$ cat config.mk
export PLATFORM = sky130hd
export DESIGN_NAME = touch_wheel_menu_navigator_core
export DESIGN_NICKNAME = d
export VERILOG_FILES = /design/src/hw/rtl/twmn_pkg.sv /design/src/hw/rtl/twmn_ctrl.sv /design/src/hw/rtl/twmn_datapath.sv /design/src/hw/rtl/touch_wheel_menu_navigator_core.sv
export SDC_FILE = /design/constraint.sdc
export NUM_CORES = 2
export LEC_CHECK = 0
export BUFFER_PORTS_ARGS = -buffer_cell sky130_fd_sc_hd__buf_4
export CORE_MARGIN = 4
export CORE_UTILIZATION = 29
export CTS_CLUSTER_DIAMETER = 100
export DETAILED_ROUTE_END_ITERATION = 8
export PLACE_DENSITY = 0.44
export SYNTH_ARGS = -nofsm -noshare
export SYNTH_HDL_FRONTEND = slang
export SYNTH_SLANG_ARGS = --single-unit
export TNS_END_PERCENT = 10
$ cat constraint.sdc
create_clock -name i_clk -period 9.8 [get_ports i_clk]
set_input_delay 0.98 -clock i_clk [delete_from_list [all_inputs] [get_ports i_clk]]
set_output_delay 0.98 -clock i_clk [all_outputs]
set_load 0.1 [all_outputs]
$ cat src/hw/rtl/twmn_pkg.sv
// Shared types, constants and the arctangent table for the touch wheel menu navigator.
package twmn_pkg;

    typedef struct packed {
        logic [15:0] pad1_reading;
        logic [15:0] pad2_reading;
        logic [15:0] pad3_reading;
        logic        button_level;
    } t_in_item;

    typedef struct packed {
        logic [3:0] chosen_entry;
        logic [3:0] first_shown;
        logic [1:0] move_step;
        logic       button_held;
        logic       wheel_tracking;
    } t_out_item;

    localparam int ITER_W    = 5;
    localparam int CFG_IDX_W = 3;
    localparam int ANG_W     = 15;

    localparam logic [CFG_IDX_W-1:0] CFG_BASELINE_PAD1 = 3'd0;
    localparam logic [CFG_IDX_W-1:0] CFG_BASELINE_PAD2 = 3'd1;
    localparam logic [CFG_IDX_W-1:0] CFG_BASELINE_PAD3 = 3'd2;
    localparam logic [CFG_IDX_W-1:0] CFG_MENU_LENGTH   = 3'd3;
    localparam logic [CFG_IDX_W-1:0] CFG_VISIBLE_ROWS  = 3'd4;

    localparam logic [1:0] MOVE_NONE = 2'd0;
    localparam logic [1:0] MOVE_UP   = 2'd1;
    localparam logic [1:0] MOVE_DOWN = 2'd2;

    // angles in 1/64 degree
    localparam logic signed [15:0] DEG3   = 16'sd192;
    localparam logic signed [15:0] DEG30  = 16'sd1920;
    localparam logic signed [15:0] DEG90  = 16'sd5760;
    localparam logic signed [15:0] DEG180 = 16'sd11520;
    localparam logic signed [15:0] DEG360 = 16'sd23040;

    localparam logic signed [14:0] SUM_STEP  = 15'sd1920;
    localparam logic signed [16:0] SUM_LIMIT = 17'sd16383;

    localparam logic signed [16:0] DEV_FLOOR  = 17'sd5;
    localparam logic        [17:0] TOUCH_MIN  = 18'd10;
    // 2 * cos(30 deg) in Q10, rounded
    localparam logic        [10:0] Y_GAIN     = 11'd1774;

    typedef struct packed {
        logic              load;
        logic              dev;
        logic              vec;
        logic              rot;
        logic              ang;
        logic              dlt;
        logic              acc;
        logic              commit;
        logic [ITER_W-1:0] iter;
    } t_dp_cmd;

    typedef struct packed {
        logic skip_rot;
        logic out_busy;
    } t_dp_stat;

    function automatic logic [11:0] atan_entry(input logic [ITER_W-1:0] i);
        logic [11:0] a;
        unique case (i)
            5'd0:    a = 12'd2880;
            5'd1:    a = 12'd1700;
            5'd2:    a = 12'd898;
            5'd3:    a = 12'd456;
            5'd4:    a = 12'd229;
            5'd5:    a = 12'd115;
            5'd6:    a = 12'd57;
            5'd7:    a = 12'd29;
            5'd8:    a = 12'd14;
            5'd9:    a = 12'd7;
            5'd10:   a = 12'd4;
            5'd11:   a = 12'd2;
            5'd12:   a = 12'd1;
            default: a = 12'd0;
        endcase
        return a;
    endfunction

endpackage

$ cat src/hw/rtl/twmn_ctrl.sv
// Sequencer for the touch wheel navigator: steps the datapath through one item.
module twmn_ctrl #(
    parameter int CORDIC_STEPS = 14
) (
    input  logic               i_clk,
    input  logic               i_rst_n,
    input  logic               i_in_valid,
    output logic               o_in_stall,
    input  twmn_pkg::t_dp_stat i_stat,
    output twmn_pkg::t_dp_cmd  o_cmd
);
    import twmn_pkg::*;

    localparam logic [2:0] ST_IDLE = 3'd0;
    localparam logic [2:0] ST_DEV  = 3'd1;
    localparam logic [2:0] ST_VEC  = 3'd2;
    localparam logic [2:0] ST_ROT  = 3'd3;
    localparam logic [2:0] ST_ANG  = 3'd4;
    localparam logic [2:0] ST_DLT  = 3'd5;
    localparam logic [2:0] ST_ACC  = 3'd6;
    localparam logic [2:0] ST_UPD  = 3'd7;

    localparam logic [ITER_W-1:0] LAST_ITER = ITER_W'(CORDIC_STEPS - 1);

    logic [2:0]        r_state, n_state;
    logic [ITER_W-1:0] r_iter,  n_iter;

    always_comb begin
        n_state    = r_state;
        n_iter     = r_iter;
        o_cmd      = '0;
        o_cmd.iter = r_iter;
        unique case (r_state)
            ST_IDLE: begin
                if (i_in_valid) begin
                    o_cmd.load = 1'b1;
                    n_state    = ST_DEV;
                end
            end
            ST_DEV: begin
                o_cmd.dev = 1'b1;
                n_state   = ST_VEC;
            end
            ST_VEC: begin
                o_cmd.vec = 1'b1;
                n_iter    = '0;
                n_state   = i_stat.skip_rot ? ST_ANG : ST_ROT;
            end
            ST_ROT: begin
                o_cmd.rot = 1'b1;
                if (r_iter == LAST_ITER) begin
                    n_state = ST_ANG;
                end else begin
                    n_iter = r_iter + 1'b1;
                end
            end
            ST_ANG: begin
                o_cmd.ang = 1'b1;
                n_state   = ST_DLT;
            end
            ST_DLT: begin
                o_cmd.dlt = 1'b1;
                n_state   = ST_ACC;
            end
            ST_ACC: begin
                o_cmd.acc = 1'b1;
                n_state   = ST_UPD;
            end
            ST_UPD: begin
                // hold until the output register can take the result
                if (!i_stat.out_busy) begin
                    o_cmd.commit = 1'b1;
                    n_state      = ST_IDLE;
                end
            end
            default: begin
                n_state = ST_IDLE;
            end
        endcase
    end

    always_ff @(posedge i_clk) begin
        if (!i_rst_n) begin
            r_state <= ST_IDLE;
            r_iter  <= '0;
        end else begin
            r_state <= n_state;
            r_iter  <= n_iter;
        end
    end

    assign o_in_stall = (r_state != ST_IDLE);

endmodule

$ cat src/hw/rtl/twmn_datapath.sv
// Datapath: pad deviations, CORDIC angle, rotation tracking, menu state and result register.
module twmn_datapath #(
    parameter int MAX_ENTRIES = 16
) (
    input  logic                          i_clk,
    input  logic                          i_rst_n,
    input  twmn_pkg::t_dp_cmd             i_cmd,
    output twmn_pkg::t_dp_stat            o_stat,
    input  twmn_pkg::t_in_item            i_in_data,
    input  logic                          i_cfg_we,
    input  logic [twmn_pkg::CFG_IDX_W-1:0] i_cfg_index,
    input  logic [15:0]                   i_cfg_data,
    output logic                          o_out_valid,
    input  logic                          i_out_stall,
    output twmn_pkg::t_out_item           o_out_data
);
    import twmn_pkg::*;

    // menu_length is 5 bits, so no more than 31 entries can ever be in use
    localparam int N_MAX = (MAX_ENTRIES < 31) ? MAX_ENTRIES : 31;
    localparam int IDX_W = $clog2(N_MAX);
    localparam int CW    = ((IDX_W > 5) ? IDX_W : 5) + 2;

    // configuration
    logic [15:0] r_base1, r_base2, r_base3;
    logic [4:0]  r_mlen, r_vrows;

    // wheel and menu state
    logic [ANG_W-1:0]        r_prev,  n_prev;
    logic                    r_track, n_track;
    logic signed [14:0]      r_sum,   n_sum;
    logic [IDX_W-1:0]        r_hl,    n_hl;
    logic [IDX_W-1:0]        r_wt,    n_wt;
    logic                    r_btn,   n_btn;
    logic [1:0]              n_move;

    // per-item working registers
    t_in_item           r_in;
    logic [15:0]        r_d1, r_d2, r_d3;
    logic               r_pressed, r_en, r_touched, r_heavy;
    logic signed [31:0] r_x, r_y;
    logic signed [15:0] r_z;
    logic [ANG_W-1:0]   r_angle;
    logic signed [15:0] r_delta;
    logic               r_band;
    logic signed [14:0] r_sacc;

    logic               r_out_valid;
    t_out_item          r_out;

    // ---- deviations
    logic signed [16:0] raw1, raw2, raw3;
    logic [15:0]        dev1, dev2, dev3;
    logic [17:0]        dev_sum;

    assign raw1 = $signed({1'b0, r_base1}) - $signed({1'b0, r_in.pad1_reading});
    assign raw2 = $signed({1'b0, r_base2}) - $signed({1'b0, r_in.pad2_reading});
    assign raw3 = $signed({1'b0, r_base3}) - $signed({1'b0, r_in.pad3_reading});
    assign dev1 = (raw1 < DEV_FLOOR) ? 16'd0 : raw1[15:0];
    assign dev2 = (raw2 < DEV_FLOOR) ? 16'd0 : raw2[15:0];
    assign dev3 = (raw3 < DEV_FLOOR) ? 16'd0 : raw3[15:0];
    assign dev_sum = {2'b00, dev1} + {2'b00, dev2} + {2'b00, dev3};

    // ---- vector set-up; negate before the gain multiply when x is negative
    logic signed [18:0] xd, xabs;
    logic signed [17:0] yd, ysel;
    logic               xneg;
    logic signed [29:0] yprod;

    assign xd    = $signed({2'b00, r_d1, 1'b0}) - $signed({3'b000, r_d2})
                 - $signed({3'b000, r_d3});
    assign yd    = $signed({2'b00, r_d2}) - $signed({2'b00, r_d3});
    assign xneg  = xd[18];
    assign xabs  = xneg ? -xd : xd;
    assign ysel  = xneg ? -yd : yd;
    assign yprod = 30'(ysel) * 30'($signed({1'b0, Y_GAIN}));

    // ---- one CORDIC vectoring step
    logic signed [31:0] xs, ys;
    logic signed [15:0] at;
    logic               y_pos;

    assign xs    = r_x >>> i_cmd.iter;
    assign ys    = r_y >>> i_cmd.iter;
    assign at    = $signed({4'b0000, atan_entry(i_cmd.iter)});
    assign y_pos = !r_y[31] && (r_y != 32'sd0);

    // ---- angle wrap, delta, accumulation
    logic signed [15:0] zw, draw, dwrap, dmag;
    logic signed [16:0] sum_raw;
    logic signed [14:0] sum_sat;

    assign zw = (r_z < 16'sd0) ? r_z + DEG360 :
                (r_z >= DEG360) ? r_z - DEG360 : r_z;
    assign draw  = $signed({1'b0, r_angle}) - $signed({1'b0, r_prev});
    assign dwrap = (draw > DEG180) ? draw - DEG360 :
                   (draw < -DEG180) ? draw + DEG360 : draw;
    assign dmag  = dwrap[15] ? -dwrap : dwrap;
    assign sum_raw = $signed({r_sum[14], r_sum[14], r_sum}) + $signed({r_delta[15], r_delta});
    assign sum_sat = (sum_raw > SUM_LIMIT)  ? SUM_LIMIT[14:0] :
                     (sum_raw < -SUM_LIMIT) ? -SUM_LIMIT[14:0] : sum_raw[14:0];

    // ---- menu moves
    logic [CW-1:0] mlen_c, rows_c, n_len, n_rows, h_c, w_c;
    logic [CW-1:0] hu, wu, hd, wd, hd1;
    logic          go_up, go_dn;

    assign mlen_c = {{(CW-5){1'b0}}, r_mlen};
    assign rows_c = {{(CW-5){1'b0}}, r_vrows};
    assign n_len  = (mlen_c == '0) ? CW'(1) : ((mlen_c > CW'(N_MAX)) ? CW'(N_MAX) : mlen_c);
    assign n_rows = (rows_c == '0) ? CW'(1) : rows_c;
    assign h_c    = {{(CW-IDX_W){1'b0}}, r_hl};
    assign w_c    = {{(CW-IDX_W){1'b0}}, r_wt};
    assign hd1    = h_c + CW'(1);

    always_comb begin
        // move up, wrapping to the last entry from the first or from a stale index
        if (h_c == '0 || h_c >= n_len) begin
            hu = n_len - CW'(1);
            wu = (n_len > n_rows) ? n_len - n_rows : '0;
        end else begin
            hu = h_c - CW'(1);
            wu = (hu < w_c) ? hu : w_c;
        end
        if (hd1 >= n_len) begin
            hd = '0;
            wd = '0;
        end else begin
            hd = hd1;
            wd = (hd1 >= w_c + n_rows) ? hd1 - n_rows + CW'(1) : w_c;
        end
    end

    assign go_up = (r_sacc >= SUM_STEP);
    assign go_dn = (r_sacc <= -SUM_STEP);

    always_comb begin
        n_prev  = r_prev;
        n_track = r_track;
        n_sum   = r_sum;
        n_hl    = r_hl;
        n_wt    = r_wt;
        n_btn   = r_btn;
        n_move  = MOVE_NONE;
        if (r_en) begin
            if (r_touched) begin
                if (r_heavy) begin
                    if (r_band) begin
                        n_sum = r_sacc;
                        if (go_up) begin
                            n_hl  = hu[IDX_W-1:0];
                            n_wt  = wu[IDX_W-1:0];
                            n_sum = r_sacc - SUM_STEP;
                            if (hu != h_c) begin
                                n_move = MOVE_UP;
                            end
                        end else if (go_dn) begin
                            n_hl  = hd[IDX_W-1:0];
                            n_wt  = wd[IDX_W-1:0];
                            n_sum = r_sacc + SUM_STEP;
                            if (hd != h_c) begin
                                n_move = MOVE_DOWN;
                            end
                        end
                    end
                    n_prev  = r_angle;
                    n_track = 1'b1;
                end
            end else begin
                n_track = 1'b0;
                n_sum   = '0;
            end
            n_btn = r_pressed;
        end
    end

    logic [IDX_W+3:0] hl_ext, wt_ext;
    assign hl_ext = {4'b0000, n_hl};
    assign wt_ext = {4'b0000, n_wt};

    // ---- control and state registers
    always_ff @(posedge i_clk) begin
        if (!i_rst_n) begin
            r_base1     <= '0;
            r_base2     <= '0;
            r_base3     <= '0;
            r_mlen      <= 5'd3;
            r_vrows     <= 5'd3;
            r_prev      <= '0;
            r_track     <= 1'b0;
            r_sum       <= '0;
            r_hl        <= '0;
            r_wt        <= '0;
            r_btn       <= 1'b0;
            r_out_valid <= 1'b0;
        end else begin
            if (i_cfg_we) begin
                unique case (i_cfg_index)
                    CFG_BASELINE_PAD1: r_base1 <= i_cfg_data;
                    CFG_BASELINE_PAD2: r_base2 <= i_cfg_data;
                    CFG_BASELINE_PAD3: r_base3 <= i_cfg_data;
                    CFG_MENU_LENGTH:   r_mlen  <= i_cfg_data[4:0];
                    CFG_VISIBLE_ROWS:  r_vrows <= i_cfg_data[4:0];
                    default: ;
                endcase
            end
            if (i_cmd.commit) begin
                r_prev      <= n_prev;
                r_track     <= n_track;
                r_sum       <= n_sum;
                r_hl        <= n_hl;
                r_wt        <= n_wt;
                r_btn       <= n_btn;
                r_out_valid <= 1'b1;
            end else if (!i_out_stall) begin
                r_out_valid <= 1'b0;
            end
        end
    end

    // ---- working registers
    always_ff @(posedge i_clk) begin
        if (i_cmd.load) begin
            r_in <= i_in_data;
        end
        if (i_cmd.dev) begin
            r_d1      <= dev1;
            r_d2      <= dev2;
            r_d3      <= dev3;
            r_pressed <= r_in.button_level;
            r_en      <= (r_base1 != '0) || (r_base2 != '0) || (r_base3 != '0);
            r_touched <= (dev1 != '0) || (dev2 != '0) || (dev3 != '0);
            r_heavy   <= (dev_sum > TOUCH_MIN);
        end
        if (i_cmd.vec) begin
            r_x <= {{3{xabs[18]}}, xabs, 10'b0};
            r_y <= {{2{yprod[29]}}, yprod};
            r_z <= xneg ? DEG180 : 16'sd0;
        end
        if (i_cmd.rot) begin
            if (y_pos) begin
                r_x <= r_x + ys;
                r_y <= r_y - xs;
                r_z <= r_z + at;
            end else begin
                r_x <= r_x - ys;
                r_y <= r_y + xs;
                r_z <= r_z - at;
            end
        end
        if (i_cmd.ang) begin
            r_angle <= zw[ANG_W-1:0];
        end
        if (i_cmd.dlt) begin
            r_delta <= dwrap;
            r_band  <= r_track && (dmag > DEG3) && (dmag < DEG90);
        end
        if (i_cmd.acc) begin
            r_sacc <= sum_sat;
        end
        if (i_cmd.commit) begin
            r_out.chosen_entry   <= hl_ext[3:0];
            r_out.first_shown    <= wt_ext[3:0];
            r_out.move_step      <= n_move;
            r_out.button_held    <= n_btn;
            r_out.wheel_tracking <= n_track;
        end
    end

    assign o_stat.skip_rot = (r_d2 == r_d3) || !(r_en && r_touched && r_heavy);
    assign o_stat.out_busy = r_out_valid && i_out_stall;
    assign o_out_valid     = r_out_valid;
    assign o_out_data      = r_out;

endmodule

$ cat src/hw/rtl/touch_wheel_menu_navigator_core.sv
// Top level of the three-pad touch wheel menu navigator.
// Takes one pad sample at a time and returns one menu status item for each. An item
// passes through the deviation, vector set-up, CORDIC rotation, angle, delta,
// accumulation and update states after it is accepted; the rotation steps are skipped
// when no angle is needed (no baselines, no touch, a light touch or a zero vertical
// component). The CORDIC vectoring loop does one step per cycle on a single shift-add
// unit; the next item is accepted the cycle after the result is registered. The result
// register lets the next item start while the previous result is still stalled; a
// finished item waits only if that register is still full. Configuration writes are
// always ready and must be made while the block is idle.
module touch_wheel_menu_navigator_core #(
    parameter int MAX_ENTRIES  = 16,
    parameter int CORDIC_STEPS = 14
) (
    input  logic                           i_clk,
    input  logic                           i_rst_n,
    input  logic                           i_in_valid,
    output logic                           o_in_stall,
    input  twmn_pkg::t_in_item             i_in_data,
    output logic                           o_out_valid,
    input  logic                           i_out_stall,
    output twmn_pkg::t_out_item            o_out_data,
    input  logic                           i_cfg_valid,
    output logic                           o_cfg_ready,
    input  logic [twmn_pkg::CFG_IDX_W-1:0] i_cfg_index,
    input  logic [15:0]                    i_cfg_data
);
    import twmn_pkg::*;

    t_dp_cmd  cmd;
    t_dp_stat stat;

    assign o_cfg_ready = 1'b1;

    twmn_ctrl #(
        .CORDIC_STEPS(CORDIC_STEPS)
    ) u_ctrl (
        .i_clk      (i_clk),
        .i_rst_n    (i_rst_n),
        .i_in_valid (i_in_valid),
        .o_in_stall (o_in_stall),
        .i_stat     (stat),
        .o_cmd      (cmd)
    );

    twmn_datapath #(
        .MAX_ENTRIES(MAX_ENTRIES)
    ) u_datapath (
        .i_clk       (i_clk),
        .i_rst_n     (i_rst_n),
        .i_cmd       (cmd),
        .o_stat      (stat),
        .i_in_data   (i_in_data),
        .i_cfg_we    (i_cfg_valid && o_cfg_ready),
        .i_cfg_index (i_cfg_index),
        .i_cfg_data  (i_cfg_data),
        .o_out_valid (o_out_valid),
        .i_out_stall (i_out_stall),
        .o_out_data  (o_out_data)
    );

`ifndef SYNTHESIS
    // one item in flight: acceptance closes the input side
    a_one_item: assert property (@(posedge i_clk) disable iff (!i_rst_n)
        (i_in_valid && !o_in_stall) |=> o_in_stall)
        else $error("input accepted while an item is in flight");

    // a menu move can only come from a tracked rotation
    a_move_tracked: assert property (@(posedge i_clk) disable iff (!i_rst_n)
        (o_out_valid && (o_out_data.move_step != MOVE_NONE)) |-> o_out_data.wheel_tracking)
        else $error("menu move reported without wheel tracking");

    // the input side only closes because an item arrived
    a_stall_cause: assert property (@(posedge i_clk) disable iff (!i_rst_n)
        $rose(o_in_stall) |-> $past(i_in_valid))
        else $error("input stalled without an accepted item");
`endif

endmodule

==> impl_metrics.py <==
metrics = {
    "job": {
        "cap_violations": 0,
    },
    "global_routing": {
        "grt_pass1_vias": 28900,
        "grt_util_all_layers_pct": 15.9,
        "grt-ovfl-total": 0,
        "grt_max_degree": 82,
        "grt_pass1_wl_um": 168000,
        "antenna_found_initial": 0,
    },
    "drt": {
        "first_pass_iters": 5,
        "wl_per_cell_um": 18.1,
        "vias": 29800,
        "via_per_inst": 5.02,
        "ant_nets": 0,
        "drt-total-wl_um": 108000,
        "drt_iter0_drc": 1980,
        "drc": 0,
    },
    "yosys": {
        "synth_most_common_cell": "inv_1",
        "synth_edf_count": 240,
        "synthArstFlopShare_pct": 0,
        "synth.area.top_cells": "edfxtp_1, ha_1, dfxtp_1",
        "ys_warn_count": 0,
        "synth_common_cells": "inv_1, nand2_1, ha_1, nor2_1, a21oi_1",
        "syn_area_mm2": 0.0370,
        "yosys.area.top_type": "edfxtp_1",
        "syn_avg_cell_area_um2": 8.83,
        "postSynthCellCount": 4189,
        "ys_ff_latch": 359,
        "syn-num-nets": 4742,
        "synth_ff_type": "edfxtp_1",
        "ys_types": 103,
        "seq_area_frac_synth_pct": 25.9,
        "synth_top_area_share_pct": 19.5,
    },
    "finish": {
        "layout.nets": 4809,
        "antenna-diode-count": 0,
        "fin_area_mm2": 0.0413,
        "area_growth_pct": 11.7,
        "drive_above_1_share_pct": 9.61,
    },
    "place": {
        "io_buffer_count": 86,
        "hpwl_um": 85900,
        "place_area_mm2": 0.0395,
        "gp_congestion": 0.862,
    },
    "floorplan": {
        "row_count": 130,
        "die_h_um": 365,
        "die_area_mm2": 0.133,
        "io_pins": 88,
        "core_area_mm2": 0.126,
        "initial_utilization_pct": 29.3,
        "fp.dieW_um": 365,
    },
    "timing": {
        "maxSlewViolCount": 0,
        "max_freq_mhz": 110,
        "skew_ns": 0.0468,
        "period_share_pct": 93.2,
        "fin_crit_ns": 9.13,
        "slew_headroom_pct": 17.2,
        "worst_slew_pin_slew_ns": 1.23,
        "finalHoldViolCount": 0,
        "grt_setup_unrepaired": "false",
        "setup_viol": 0,
    },
    "cts": {
        "cts_buffers": 48,
        "clk_latency_ns": 0.65,
        "ctsHoldBuffers": 0,
        "htree_levels": 2,
        "cts_tree": "yes",
        "root_buffer": "clkbuf_16",
        "numClockSinks": 359,
        "clkTransAtPathRegs_ns": 0.06,
        "clockBufferDepth": 3,
    },
    "status": {
        "status": "complete, no violations",
    },
    "worst_setup_path": {
        "required_ns": 10.15,
        "path_max_fanout": 6,
        "cp_common_cell": "inv_1",
        "arrival_ns": 9.48,
        "path_class": "reg -> reg",
        "slowest_stage": "fa_1",
        "start_kind": "register",
        "slowest_delay_ns": 0.53,
        "end_kind": "register",
        "r2r_cells": 39,
    },
    "hold_path": {
        "hold_path.class": "reg -> reg",
        "hold_path_depth": 0,
    },
}
==> worst max-delay path: cells and delay by family (launching register included) <==
| kind | cells | cell delay, ns |
|---|---|---|
| adder cells (fa/ha/maj) | 8 | 3.26 |
| flip-flops | 1 | 0.39 |
| XOR/XNOR | 2 | 0.30 |
| AO/OA/AOI/OAI | 15 | 3.27 |
| buffers and inverters | 7 | 0.58 |
| multiplexers | 1 | 0.25 |
| AND/OR/NAND/NOR | 6 | 0.81 |
==> cells by family (layout without fill, tap and decap cells) <==
kind of cell               after synthesis  in the layout  share of synthesized area (%)
and+or+nand+nor                       1229           1229                           15.8
adders and majority gates              480            480                           18.2
muxes                                  148            148                           6.92
other                                    1              1                         0.0101
xor gates and xnor gates               349            349                           8.32
buffers and inverters                  594            701                           6.73
AOI/OAI and AO/OA                     1029           1029                           18.1
DFF                                    359            359                           25.9
==> metal layers <==
layer  vias to the layer above  track usage (%)  share of wire [%]
met2                       549             25.6                 45
li1                      15100                -                  -
met3                       144             1.99                3.6
met4                         0             4.71                3.1
met1                     14100             22.2                 48
met5                         -                0                  0
==> cell usage in the layout, fill, tap and decap left out, types with 32 or more instances in the layout <==
master and n:
inv_1 450, nand2_1 385, ha_1 382, nor2_1 337
a21oi_1 272, edfxtp_1 240, xnor2_1 213, o21ai_0 207
buf_4 154, xor2_1 128, dfxtp_1 115, fa_1 98
a21boi_0 92, a21o_1 76, nor3_1 71, nor2b_1 68
nand3_1 67, mux4_2 55, o21bai_1 54, clkbuf_16 48
mux2i_1 45, nor4_1 42, nand2b_1 41, a31oi_1 38
o21a_1 36, and3_1 35, or3_1 34, nand4_1 32
==> area by class of cell <==
| cell class | instances | area, um2 |
|---|---|---|
| Tap cell | 1650 | 2060 |
| Fill cell | 13200 | 84900 |
| Multi-Input combinational cell | 3236 | 25100 |
| Clock inverter | 33 | 427 |
| Clock buffer | 57 | 1260 |
| Inverter | 457 | 1720 |
| Timing Repair Buffer | 154 | 1160 |
| Sequential cell | 359 | 9600 |
==> path summary, 6_finish.rpt <==
check,slack (ns),end,startpoint
setup reg to reg,0.67,u_datapath.r_y[31],u_datapath.r_d2[1]
hold / removal,0.42,u_datapath.r_pressed,u_datapath.r_in[0]
hold reg to reg,0.42,u_datapath.r_pressed,u_datapath.r_in[0]
setup / recovery,0.67,u_datapath.r_y[31],u_datapath.r_d2[1]
==> sequential cells by signal, indices dropped and copies added (netlist names), 16 cells and up, named ones only <==
signal / flops
u_datapath.r_d3: 16
u_datapath.r_base1: 16
u_datapath.r_d1: 16
u_datapath.r_y: 32
u_datapath.r_delta: 16
u_datapath.r_base3: 16
u_datapath.r_d2: 16
u_datapath.r_base2: 16
u_datapath.r_z: 16
u_datapath.r_x: 32
u_datapath.r_in: 49
==> per-stage QoR <==
step | std cells | hold slack [ns] | setup WS [ns] | TNS [ns] | utilization (%)
3_5_place_dp | 5853 | 0.411 | -0.202 | -0.425 | 31.3
4_1_cts | 5943 | 0.425 | 0.0740 | 0 | 32.6
5_1_grt | 5946 | 0.438 | 0.0211 | 0 | 32.7
2_1_floorplan | 4189 | 0.400 | 0.113 | 0 | -
6_report | 5946 | 0.423 | 0.670 | 0 | 32.7
3_3_place_gp | 5853 | 0.406 | -0.0727 | -0.115 | 31.3
==> repair_timing <==
item / CTS / global route
pin swaps: 0 / 4
resized for setup: 4 / 30
setup buffers: 0 / 3
endpoints found under the setup margin: 4 / 12
Power is left out: the tool's default activity adds up to more than one toggle a clock period on the data nets, which glitch-free logic cannot reach.
